`src/rtl/z2hb_pkg.sv`:
```
// Package for the Z2 heatbath link update block: types, codes and constants.
// No dependencies.
`timescale 1ns / 1ps
package z2hb_pkg;
    localparam int unsigned LatticeSideDefault = 8;
    localparam int unsigned ReplicasDefault    = 16;
    localparam int unsigned NumThresh          = 7;
    localparam int unsigned AccW               = 18;
    localparam int unsigned CfgAddrW           = 5;

    // Byte addresses of the threshold registers.
    typedef enum logic [CfgAddrW-1:0] {
        REG_TH_M6   = 5'd0,
        REG_TH_M4   = 5'd4,
        REG_TH_M2   = 5'd8,
        REG_TH_ZERO = 5'd12,
        REG_TH_P2   = 5'd16,
        REG_TH_P4   = 5'd20,
        REG_TH_P6   = 5'd24
    } reg_addr_t;

    // Commands from the controller to the datapath.
    typedef struct packed {
        logic       load;      // capture the input item
        logic       rd;        // issue a link read
        logic [4:0] rd_step;   // which of the eighteen neighbor reads
        logic       acc_link;  // fold the returned link into the staple
        logic [4:0] acc_step;  // which read the returned data belongs to
        logic       decide;    // compare, write the link, update the action
        logic       clear_go;  // clear one memory row
    } dp_cmd_t;

    typedef struct packed {
        logic clear_done;
    } dp_stat_t;
endpackage

```
`src/rtl/z2hb_ctrl.sv`:
```
// Controller state machine: sequences memory clear, neighbor reads and the
// decision for one link. Depends on z2hb_pkg.
`timescale 1ns / 1ps
module z2hb_ctrl (
    input  logic                clk,
    input  logic                rst_n,
    input  logic                in_fire,
    input  logic                out_free,
    input  z2hb_pkg::dp_stat_t  stat,
    output logic                in_ready,
    output z2hb_pkg::dp_cmd_t   cmd
);
    import z2hb_pkg::*;

    typedef enum logic [1:0] {S_CLEAR, S_IDLE, S_READ, S_DECIDE} state_t;

    state_t     state_reg, state_next;
    logic [4:0] step_reg, step_next;
    logic       pend_reg, pend_next;
    logic [4:0] pstep_reg, pstep_next;

    always_comb
    begin
        state_next = state_reg;
        step_next  = step_reg;
        pend_next  = 1'b0;
        pstep_next = step_reg;
        cmd        = '0;
        cmd.rd_step  = step_reg;
        cmd.acc_step = pstep_reg;
        cmd.acc_link = pend_reg;
        unique case (state_reg)
            S_CLEAR:
            begin
                cmd.clear_go = 1'b1;
                if (stat.clear_done)
                    state_next = S_IDLE;
            end
            S_IDLE:
            begin
                if (in_fire)
                begin
                    cmd.load   = 1'b1;
                    step_next  = '0;
                    state_next = S_READ;
                end
            end
            S_READ:
            begin
                cmd.rd    = 1'b1;
                pend_next = 1'b1;
                step_next = step_reg + 5'd1;
                if (step_reg == 5'd17)
                    state_next = S_DECIDE;
            end
            S_DECIDE:
            begin
                // Wait for the last read to land and for the output to drain.
                if (!pend_reg && out_free)
                begin
                    cmd.decide = 1'b1;
                    state_next = S_IDLE;
                end
            end
            default: state_next = S_IDLE;
        endcase
    end

    assign in_ready = (state_reg == S_IDLE);

    always_ff @(posedge clk or negedge rst_n)
    begin
        if (!rst_n)
        begin
            state_reg <= S_CLEAR;
            step_reg  <= '0;
            pend_reg  <= 1'b0;
            pstep_reg <= '0;
        end
        else
        begin
            state_reg <= state_next;
            step_reg  <= step_next;
            pend_reg  <= pend_next;
            pstep_reg <= pstep_next;
        end
    end

    a_no_load_busy: assert property (@(posedge clk) disable iff (!rst_n)
        cmd.load |-> state_reg == S_IDLE)
        else $error("load outside idle");
    a_read_in_range: assert property (@(posedge clk) disable iff (!rst_n)
        cmd.rd |-> step_reg <= 5'd17)
        else $error("read step out of range");
    a_decide_once: assert property (@(posedge clk) disable iff (!rst_n)
        cmd.decide |=> !cmd.decide)
        else $error("two decisions in a row");
endmodule

```
`config.mk`:
```
export PLATFORM = sky130hd
export DESIGN_NAME = z2hb_ctrl
export DESIGN_NICKNAME = d
export VERILOG_FILES = /design/src/rtl/z2hb_pkg.sv /design/src/rtl/z2hb_ctrl.sv
export SDC_FILE = /design/constraint.sdc
export NUM_CORES = 1
export LEC_CHECK = 0
export BUFFER_PORTS_ARGS = -buffer_cell sky130_fd_sc_hd__buf_4
export CAP_MARGIN = 20
export CORE_MARGIN = 2
export CORE_UTILIZATION = 30
export DETAILED_ROUTE_END_ITERATION = 16
export HOLD_SLACK_MARGIN = 0.15
export MAX_ROUTING_LAYER = met4
export PLACE_DENSITY = 0.66
export SETUP_SLACK_MARGIN = 0.2
export SLEW_MARGIN = 20
export SYNTH_ARGS = -nofsm -noshare
export SYNTH_HDL_FRONTEND = slang
export SYNTH_SLANG_ARGS = --single-unit
```
`constraint.sdc`:
```
create_clock -name clk -period 1.3 [get_ports clk]
set_input_delay 0.195 -clock clk [delete_from_list [all_inputs] [get_ports clk]]
set_output_delay 0.195 -clock clk [all_outputs]
set_load 0.05 [all_outputs]
```
### After elaboration in Yosys (flattened, before gate mapping)

Index checks and enable logic that the tools add are counted.
W data, S select, Z words.

* output and inout bits: 16
* word-level logic and storage cells: 32
* input port bits: 5
* flip-flop bits (word level): 13

* reductions and logical operators: 6
* multiplexer cells: 13
* add/subtract/negate cells: 1
* eq/ne operators: 8

Operators by type and width (number)
* $pmux W5 S2: 1
* $mux W2: 4
* $ne A2 B2 Y1 const B: 4
* $pmux W2 S4: 1
* $mux W1: 6
* $add A5 B1 Y5 const B: 1
* $eq A5 B5 Y1 const B: 1
* $mux W5: 1
* $eq A2 B2 Y1 const B: 2
* $reduce_and A4 Y1: 1
* $eq A2 B1 Y1 const B: 1
* $logic_not A2 Y1: 1
* $reduce_and A2 Y1: 1
* $reduce_bool A2 Y1: 1
* $logic_and A1 B1 Y1: 1
* $logic_not A1 Y1: 1

### Longest topological paths before layout

Gate-level depths: netlist (run 1).

* word-level depth: 4
* depth in mapped cells: 6
* depth with buffers taken out: 6

### Worst setup path before layout (run 1)

OpenSTA, ideal clock, no wires.

* path kind: reg-to-output
* start: register state_reg[0]
* end: output cmd[1] (netlist bit)
* buffers on the path: 0
* slack: -0.576 ns
* required time: 1.105 ns
* arrival time: 1.681 ns
* cell stages (with the launch flop): 3
* cell sequence: dfrtp_1 -> ha_1 -> nor3b_1

RTL lines
* start: declaration: RTL line z2hb_ctrl.sv:17 `state_t state_reg, state_next;`
* start signal: assignment: RTL line z2hb_ctrl.sv:82 `state_reg <= state_next;`
* end: declaration: RTL line z2hb_ctrl.sv:11 `output z2hb_pkg::dp_cmd_t cmd`

==> results of run 1 <==
-- per-layer routing --
metal	wire length, um	vias to the layer above
li1	-	279
met1	664	264
met2	812	18
met3	48	7
met4	76	0
met5	0	-
-- critical path, delay by kind of cell, from the launching register on --
kind          cells  cell delay [ns]
simple gates      1             0.13
fa+ha+maj         1             0.13
buf+inv           3             0.32
flops             1             0.47
-- repair_timing --
action / 4_1_cts / 5_1_grt
endpoints found under the hold margin: 13 / 0
endpoints found under the setup margin: 17 / 18
buffers inserted: 6 / 3
gates resized for setup: 31 / 5
hold buffers: 1 / 0
pin swaps: 2 / 1
-- synth_stat cells --
library cell	instances	area [um2]
dfrtp_1	13	325
ha_1	7	87.6
inv_1	7	26.3
o21ai_0	6	30.0
nand2_1	5	18.8
a22o_1	2	17.5
and3_2	2	15.0
buf_4	2	15.0
mux2i_1	2	20.0
nand3_1	2	10.0
a22o_2	1	10.0
and2_1	1	6.26
mux2_4	1	15.0
nand2b_1	1	6.26
nor3b_1	1	7.51
o2111ai_2	1	15.0
o31ai_2	1	12.5
-- cells by family (layout without fill, tap and decap cells) --
family | after synthesis | after routing
adder cells (fa/ha/maj) | 7 | 7
multiplexers | 3 | 3
AO/OA/AOI/OAI | 11 | 11
buffers and inverters | 9 | 55
flip-flops | 13 | 13
AND/OR/NAND/NOR | 12 | 12
-- where the power goes --
part | internal, mW | total, mW | switching [mW]
clock network | 0.120 | 0.264 | 0.144
logic | 0.979 | 2.02 | 1.04
registers | 0.528 | 0.646 | 0.117
-- cell type report --
type	count	area share, %
inverters	7	2.41
repair buffers	44	36.6
flip-flops and latches	13	27.7
well taps	27	2.83
clock buffers	4	2.20
multi-input cells	33	28.2
-- stage by stage --
step,hold slack [ns],instances,instance area (um2),utilization (%),power (mW)
after global placement,0.0450,114,972,49.1,2.21
after CTS,0.283,125,1150,58.1,2.85
after global routing,0.307,128,1190,60.3,3.08
after floorplan,-0.101,55,702,-,1.74
after detailed placement,0.0504,114,972,49.1,2.25
final,0.286,128,1190,60.3,2.93
-- worst paths after layout --
check | slack (ns) | startpoint | end
min in group clk | 0.34 | stat | state_reg[1]
min | 0.29 | rst_n | pstep_next[3]
max reg2reg | -0.18 | state_reg[1] | state_reg[1]
max | -0.24 | state_reg[1] | cmd[14]
max in group asynchronous | 0.83 | rst_n | pstep_next[1]
min reg2reg | 0.52 | pstep_next[1] | pstep_reg[1]
==> summary.md, run 1 <==
| Metric | Value |
|---|---|
| Outcome | complete, but fails checks |
| Failing checks | negative setup slack |
| # rows | 16 |
| Share of layout cells above drive strength 1 | 68.3% |
| Max_slew headroom | 81.6% |
| Crit Path Class | flop to output port |
| Main combinational cell family by area after synthesis | adder cells |
| GRT Util Overall | 15.2% |
| VDD IR-drop max | 1.71 mV |
| Root Buffer Master | clkbuf_4 |
| Synth Area per Inst | 11.6 um2 |
| Most common cell after layout, fill and taps aside | buf_4 |
| First-pass GRT wire length | 2700 um |
| Global route overflow | 0 |
| Crit share post-route | 118% |
| Number of distinct library cells after synthesis | 17 |
| H-tree levels | 1 |
| Drt initial violations | 6 |
| CTS clock-pin slew for the worst setup and hold paths | 0.09 ns |
| Gpl congestion | 0.746 |
| Pins Over Slew Limit | 0 |
| Core ar. | 1980 um2 |
| Setup TNS | -2.15 ns |
| CP max FO | 4 |
| Clock sinks | 13 |
| DRC viols | 0 |
| CTS buffer count | 3 |
| Hold crit path type | primary input to asynchronous set/reset pin |
| FF/Latch Area | 332 um2 |
| Die footprint | 2510 um2 |
| Simple-gate share of the synthesized area | 10.0% |
| Final HPWL DP | 1100 um |
| Largest net degree at the start of global routing | 14 |
| Syn Nets | 67 |
| CP cell instances | inv_4, ha_4, buf_6, and2_4, buf_8 |
| Starting Density | 32.2% |
| Skew-Pair Late Insertion Delay | 0.29 ns |
| Post-Synth XOR/XNOR Area | 0% |
| Die Wd | 50.1 um |
| Via count | 568 |
| Setup slack after layout | -0.238 ns |
| Mapped Cells | 55 |
| Minimum clock period | 1.54 ns |
| Die Y | 50.1 um |
| RSZ-0062 raised after global routing | true |
| Antenna violations before repair | 0 |
| Worst slew pin tran | 0.276 ns |
| Adder-cell area share of the yosys netlist | 13.7% |
| Critical-path top delay cell | dfrtp_2 |
| Ant diodes | 0 |
| Worst setup SP type | flop |
| Final Setup Violations | 12 |
| Pre-CTS setup slack | -0.138 ns |
| CTS Buffer Depth | 2 |
| Fmax | 0.650 GHz |
| Max Cap Violations | 0 |
| P&R area growth vs syn | 87.3% |
| Leakage | 0.587 nW |
| Worst Clk Skew | 0.00907 ns |
| Fill count | 156 |
| Number of nets still failing antenna checks after routing | 0 |
| Met1 GRT Util | 16.5% |
| Multiplexer share of the synthesized area | 5.49% |
| Area of the multi-input gates | 337 um2 |
| Final nets | 114 |
| DR WL/cell | 12.5 um |
| Most frequent cells in the layout | 23 x buf_4, 12 x buf_6, 8 x buf_8, 8 x dfrtp_1 |
| Drt total wl | 1600 um |
| Final hold violation count | 0 |
| Met3 usage | 1.82% |
| Seq cells post-synth | 13 |
| PortBufs | 20 |
| Pre-Repair DR Iteration Count | 4 |
| Yosys warnings | 0 |
| GRT met2 Usage | 25.4% |
| Sequential share of the synthesized area | 51.0% |
| Max incr delay on CP | 0.47 ns |
| Vias in the first global route | 618 |
| CTS tree | done |
| Worst Reg2Reg Path Length in Cells | 6 |
| # IOs | 21 |
| Required @ worst endpoint | 1.11 ns |
| Synthesized cell area | 638 um2 |
| Pwr Density | 2450 nW/um2 |
| Crit path DAT | 1.34 ns |
| Compound-Gate Fraction of Synth Area | 13.3% |
| Global routing's busiest layer | met2 |
| Vias per cell | 4.44 |
| Worst Setup End Kind | output port |
Power figures use the tool's default switching activity.
==> run 2, diff against run 1 <==
--- a/config.mk
+++ b/config.mk
@@ -5,14 +5,14 @@
 export SDC_FILE = /design/constraint.sdc
 export NUM_CORES = 1
 export LEC_CHECK = 0
-export BUFFER_PORTS_ARGS = -buffer_cell sky130_fd_sc_hd__buf_4
 export CAP_MARGIN = 20
 export CORE_MARGIN = 2
 export CORE_UTILIZATION = 30
 export DETAILED_ROUTE_END_ITERATION = 16
+export DONT_BUFFER_PORTS = 1
 export HOLD_SLACK_MARGIN = 0.15
 export MAX_ROUTING_LAYER = met4
-export PLACE_DENSITY = 0.66
+export PLACE_DENSITY = 0.57
 export SETUP_SLACK_MARGIN = 0.2
 export SLEW_MARGIN = 20
 export SYNTH_ARGS = -nofsm -noshare
==> run 2 against run 1 <==
Compared with the run above:
- the run still ends with negative setup slack left
- critical path type unchanged
- non-clock buffer count decreased by 16
- total power down 1.0%
- die area unchanged
- sequential share of layout area is 2.8 points higher
- clock skew down 0.0048 ns
- worst setup slack gained 0.012 ns
- cell area fell by 7.3%
- combinational power decreased by 9%
- wire length fell by 6.3%
==> summary.md, run 2 (synthesis results as in run 1) <==
| Metric | Value |
|---|---|
| Outcome | complete, but fails checks |
| Failing checks | negative setup slack |
| Die footprint | 2510 um2 (unchanged) |
| Crit path DAT | 1.33 ns (about the same) |
| H-tree levels | 1 (unchanged) |
| Drt initial violations | 3 (-3) |
| VDD IR-drop max | 1.95 mV (+14%) |
| Fin util | 55.9% (-4.4 points) |
| DR WL/cell | 13.4 um (+7.1%) |
| Vias per cell | 4.74 (+6.8%) |
| PortBufs | 0 (-100%) |
| Most frequent cells in the layout | 13 x buf_6, 11 x buf_4, 10 x dfrtp_2 |
| Hold crit path type | primary input to flop |
| FF/Latch Area | 338 um2 (+1.9%) |
| CP delay by family, top | flip-flops |
| Critical Path Source | state_reg[1] |
| Pre-Repair DR Iteration Count | 2 (-2) |
| Critical-path top delay cell | dfrtp_2 |
| Final HPWL DP | 1030 um (-6.8%) |
| CTS buffer count | 3 (unchanged) |
| Die Wd | 50.1 um (unchanged) |
| Starting Density | 32.2% (unchanged) |
| Max incr delay on CP | 0.48 ns (about the same) |
| CTS clock-pin slew for the worst setup and hold paths | 0.08 ns (about the same) |
| Clock sinks | 13 (unchanged) |
| Crit share post-route | 117% (-0.93 points) |
| Origin of the critical flop-to-flop path | state_reg[1] |
| P&R area growth vs syn | 73.5% |
| Final nets | 98 (-14%) |
| Max_slew headroom | 61.1% (-21 points) |
| Post-route cell area | 1110 um2 (-7.3%) |
| Worst Path Buf+Inv | 2 (-1) |
| Placed instance count | 100 (-12%) |
| # rows | 16 (unchanged) |
| # IOs | 21 (unchanged) |
| Fill count | 162 (+3.8%) |
| Setup slack after layout | -0.225 ns (+0.0121 ns) |
| Post-Layout Cell Count | 112 (-13%) |
| Pins Over Slew Limit | 0 (unchanged) |
| GRT Util Overall | 13.5% (-1.7 points) |
| Worst setup SP type | flop |
| Area of the multi-input gates | 394 um2 (+17%) |
| Antenna violations before repair | 0 (unchanged) |
| Fmax | 0.656 GHz (+0.79%) |
| Root Buffer Master | clkbuf_4 |
| Worst slew pin tran | 0.582 ns (+0.307 ns) |
| CTS tree | done |
| Via count | 531 (-6.5%) |
| CP cell instances | inv_4, ha_4, buf_6, and2_4 |
| Final Setup Violations | 12 (unchanged) |
| Worst r2r dst | state_reg[1] |
| Largest net degree at the start of global routing | 14 (unchanged) |
| Critical Path Sink | cmd[14] |
| CP max FO | 4 (unchanged) |
| Share of layout cells above drive strength 1 | 72.9% (+4.6 points) |
| RSZ-0062 raised after global routing | true |
| Minimum clock period | 1.53 ns (-0.0121 ns) |
| Required @ worst endpoint | 1.11 ns (about the same) |
| Core ar. | 1980 um2 (unchanged) |
| Ant diodes | 0 (unchanged) |
| First-pass GRT wire length | 2420 um (-11%) |
| Final hold violation count | 0 (unchanged) |
| Pwr Density | 2620 nW/um2 (+6.8%) |
| Cell Area, Placed | 867 um2 (-11%) |
| Worst path depth | 4 (-1) |
| Skew-Pair Late Insertion Delay | 0.29 ns (about the same) |
| Drt total wl | 1500 um (-6.3%) |
| Crit Path Class | flop to output port |
| Worst Reg2Reg Path Length in Cells | 6 (unchanged) |
| Vias in the first global route | 537 (-13%) |
| Worst Clk Skew | 0.00431 ns (-0.00476 ns) |
| Max Cap Violations | 0 (unchanged) |
| Leakage | 0.491 nW (-16%) |
| Worst Setup End Kind | output port |
| Gpl congestion | 0.744 (-0.25%) |
| Die Y | 50.1 um (unchanged) |
| DRC viols | 0 (unchanged) |
| Most common cell after layout, fill and taps aside | buf_6 |
| Number of nets still failing antenna checks after routing | 0 (unchanged) |
| Global route overflow | 0 (unchanged) |
| R2R setup slack | -0.20 ns (-0.02 ns) |
| CTS Buffer Depth | 2 (unchanged) |
-- run 2: what timing repair did --
item	CTS	global route
pin swaps	3	6
endpoints found under the setup margin	13	19
gates resized for setup	22	20
setup buffers	5	2
hold buffers	1	0
hold endpoints to repair	13	0
-- run 2: layer usage --
layer  vias to the layer above  wire length, um  GRT usage (%)
met1                       256              653           16.9
li1                        249                -              -
met3                         7               87           2.73
met2                        19              689           20.0
met4                         0               70           8.33
met5                         -                0              -
-- run 2: final cells by class --
| type | instances | area share (%) |
|---|---|---|
| well taps | 27 | 3.05 |
| clock buffers | 4 | 2.37 |
| repair buffers | 28 | 25.6 |
| inverters | 7 | 2.82 |
| multi-input cells | 33 | 35.6 |
| flip-flops and latches | 13 | 30.5 |
-- run 2: report_power, final --
group | internal, mW | switching [mW]
Combinational | 0.919 | 0.926
Clock | 0.119 | 0.141
Sequential | 0.534 | 0.260
-- run 2: worst min path at each step --
stage                     cells after the start       endpoint  startpoint
after detailed placement                      0  pstep_next[0]       rst_n
final                                         2   state_reg[1]        stat
after floorplan                               0       pend_reg       rst_n
after CTS                                     2   state_reg[1]        stat
after global routing                          2   state_reg[1]        stat
after global placement                        0  pstep_next[0]       rst_n
-- run 2: through the flow --
stage	total power [mW]	worst slack, ns	TNS [ns]	hold slack (ns)
2_1_floorplan	1.74	-0.284	-0.712	-0.101
3_3_place_gp	2.10	-0.112	-0.447	-0.100
3_5_place_dp	2.12	-0.141	-0.604	-0.100
4_1_cts	2.70	-0.185	-1.62	0.266
5_1_grt	3.03	-0.246	-2.24	0.280
6_report	2.90	-0.225	-1.72	0.267
==> run 3, diff against run 2 <==
--- a/config.mk
+++ b/config.mk
@@ -14,6 +14,7 @@
 export MAX_ROUTING_LAYER = met4
 export PLACE_DENSITY = 0.57
 export SETUP_SLACK_MARGIN = 0.2
+export SKIP_LAST_GASP = 1
 export SLEW_MARGIN = 20
 export SYNTH_ARGS = -nofsm -noshare
 export SYNTH_HDL_FRONTEND = slang
==> constraint.sdc (replaced) <==
create_clock -name clk -period 1.2 [get_ports clk]
set_input_delay 0.18 -clock clk [delete_from_list [all_inputs] [get_ports clk]]
set_output_delay 0.18 -clock clk [all_outputs]
set_load 0.05 [all_outputs]
==> run 3 against run 2 <==
Compared with the run above:
- the run still ends with negative setup slack left
- clock-buffer cell count did not move
- flip-flop and latch count did not move
- clock power rose by 12%
- non-clock buffer count fell by 5
==> summary.md, run 3 (synthesis results as in run 1) <==
| Metric | Value |
|---|---|
| P&R area growth vs syn | 62.7% |
| CTS Buffer Depth | 2 (unchanged) |
| CP delay by family, top | flip-flops |
| Fill count | 165 (+1.9%) |
| Worst path depth | 4 (unchanged) |
| Antenna violations before repair | 0 (unchanged) |
| Final nets | 93 (-5.1%) |
| Setup TNS | -2.78 ns (-1.05 ns) |
| Skew-Pair Late Insertion Delay | 0.29 ns (about the same) |
| Die footprint | 2510 um2 (unchanged) |
| CP max FO | 4 (unchanged) |
| RSZ-0062 raised after global routing | true |
| # rows | 16 (unchanged) |
| CTS tree | done |
| Vias in the first global route | 492 (-8.4%) |
| First-pass GRT wire length | 2350 um (-2.9%) |
| Final Setup Violations | 12 (unchanged) |
| Final HPWL DP | 984 um (-4.1%) |
| Pins Over Slew Limit | 0 (unchanged) |
| Clock sinks | 13 (unchanged) |
| Vias per cell | 4.64 (-2.2%) |
| Core ar. | 1980 um2 (unchanged) |
| Cell Area, Placed | 860 um2 (-0.87%) |
| Drt initial violations | 8 (+5) |
| Final hold violation count | 0 (unchanged) |
| Root Buffer Master | clkbuf_4 |
| Critical-path top delay cell | dfrtp_2 |
| Die Wd | 50.1 um (unchanged) |
| Number of nets still failing antenna checks after routing | 0 (unchanged) |
| Post-Layout Cell Count | 107 (-4.5%) |
| Gpl congestion | 0.763 (+2.5%) |
| Minimum clock period | 1.49 ns |
| Crit share post-route | 124% |
| Worst Path Buf+Inv | 2 (unchanged) |
| Outcome | complete, but fails checks |
| Hold crit path type | primary input to flop |
| Max_slew headroom | 60.7% (-0.37 points) |
| DRC viols | 0 (unchanged) |
| Largest net degree at the start of global routing | 14 (unchanged) |
| # IOs | 21 (unchanged) |
| Worst Clk Skew | 0.00905 ns (+0.00474 ns) |
| Placed instance count | 99 (-1.0%) |
| Worst setup SP type | flop |
| Max incr delay on CP | 0.47 ns (about the same) |
| Die Y | 50.1 um (unchanged) |
| Worst Setup End Kind | output port |
| Fmax | 0.671 GHz |
| Crit path DAT | 1.31 ns (-0.02 ns) |
| Via count | 496 (-6.6%) |
| Min-Delay Path Depth | 2 (unchanged) |
| PortBufs | 0 (unchanged) |
| Setup slack after layout | -0.290 ns (-0.0646 ns) |
| Pre-Repair DR Iteration Count | 4 (+2) |
| Hold_ws | 0.234 ns (-0.0331 ns) |
| Max Cap Violations | 0 (unchanged) |
| Crit Path Class | flop to output port |
| Leakage | 0.475 nW (-3.3%) |
| Fin util | 52.4% (-3.5 points) |
| CTS clock-pin slew for the worst setup and hold paths | 0.09 ns (about the same) |
| Ant diodes | 0 (unchanged) |
| Worst Reg2Reg Path Length in Cells | 6 (unchanged) |
| Worst slew pin tran | 0.588 ns (+0.00546 ns) |
| Drt total wl | 1420 um (-5.5%) |
| VDD IR-drop max | 1.32 mV (-32%) |
| Required @ worst endpoint | 1.02 ns (-0.09 ns) |
| GRT Util Overall | 13.3% (-0.27 points) |
| H-tree levels | 1 (unchanged) |
| Global route overflow | 0 (unchanged) |
| DR WL/cell | 13.2 um (-1.1%) |
| CP cell instances | inv_4, ha_4, buf_6, and2_4 |
| Failing checks | negative setup slack |
| Starting Density | 32.2% (unchanged) |
| Most frequent cells in the layout | 10 x buf_6, 10 x dfrtp_2, 8 x buf_4 |
| CTS buffer count | 3 (unchanged) |
| Post-route cell area | 1040 um2 (-6.2%) |
| Pwr Density | 2850 nW/um2 (+8.8%) |
| Share of layout cells above drive strength 1 | 67.5% (-5.4 points) |
==> run 3: metal layers <==
layer  global-route usage [%]  routed length, um  up-vias  part of all wire, %
met3                     1.52                 55        5                  3.9
met2                     19.3                650       14                   46
met1                     16.9                654      241                   46
met4                     9.72                 57        0                  4.0
li1                         -                  -      236                    -
met5                        -                  0        -                    0
==> run 3: worst reg2reg max path, cell delays in order, from the launching register on <==
cell and delay (ns):
dfrtp_2 0.45, inv_4 0.07, ha_4 0.16, buf_4 0.13
nand2b_4 0.10, o2111ai_2 0.13, mux2_4 0.32
==> run 3: path summary, 6_finish.rpt <==
kind	startpoint	end	slack, ns
hold reg to reg	state_reg[1]	state_reg[1]	0.63
hold / removal	stat	state_reg[1]	0.23
setup reg to reg	state_reg[1]	state_reg[1]	-0.25
max in group asynchronous	rst_n	pstep_reg[2]	0.45
setup / recovery	state_reg[1]	cmd[14]	-0.29
min in group asynchronous	rst_n	pstep_next[3]	0.32
==> run 3: timing repair <==
item                                    4_1_cts  5_1_grt
pin swaps                                     2        3
endpoints found under the hold margin        13        0
hold buffers                                  1        0
endpoints found under the setup margin       24       19
setup buffers                                 3        0
gates resized for setup                      30        7
==> run 3: metrics by stage <==
step	worst slack, ns	power (mW)
floorplan	-0.384	1.90
global placement	-0.228	2.27
detailed placement	-0.251	2.27
CTS	-0.279	2.89
global route	-0.334	3.14
finish	-0.290	2.96
==> run 3: where the power goes <==
part | internal (mW) | leakage, nW | switching, mW
sequential | 0.579 | 0.158 | 0.263
combinational | 0.868 | 0.302 | 0.958
clock | 0.129 | 0.0150 | 0.162
==> run 3: cell type report <==
class / count / area (um2) / share of cell area (%)
well taps: 27 / 33.8 / 3.25
multi-input cells: 33 / 362 / 34.8
clock buffers: 4 / 26.3 / 2.53
repair buffers: 23 / 248 / 23.9
inverters: 7 / 31.3 / 3.01
flip-flops and latches: 13 / 338 / 32.5
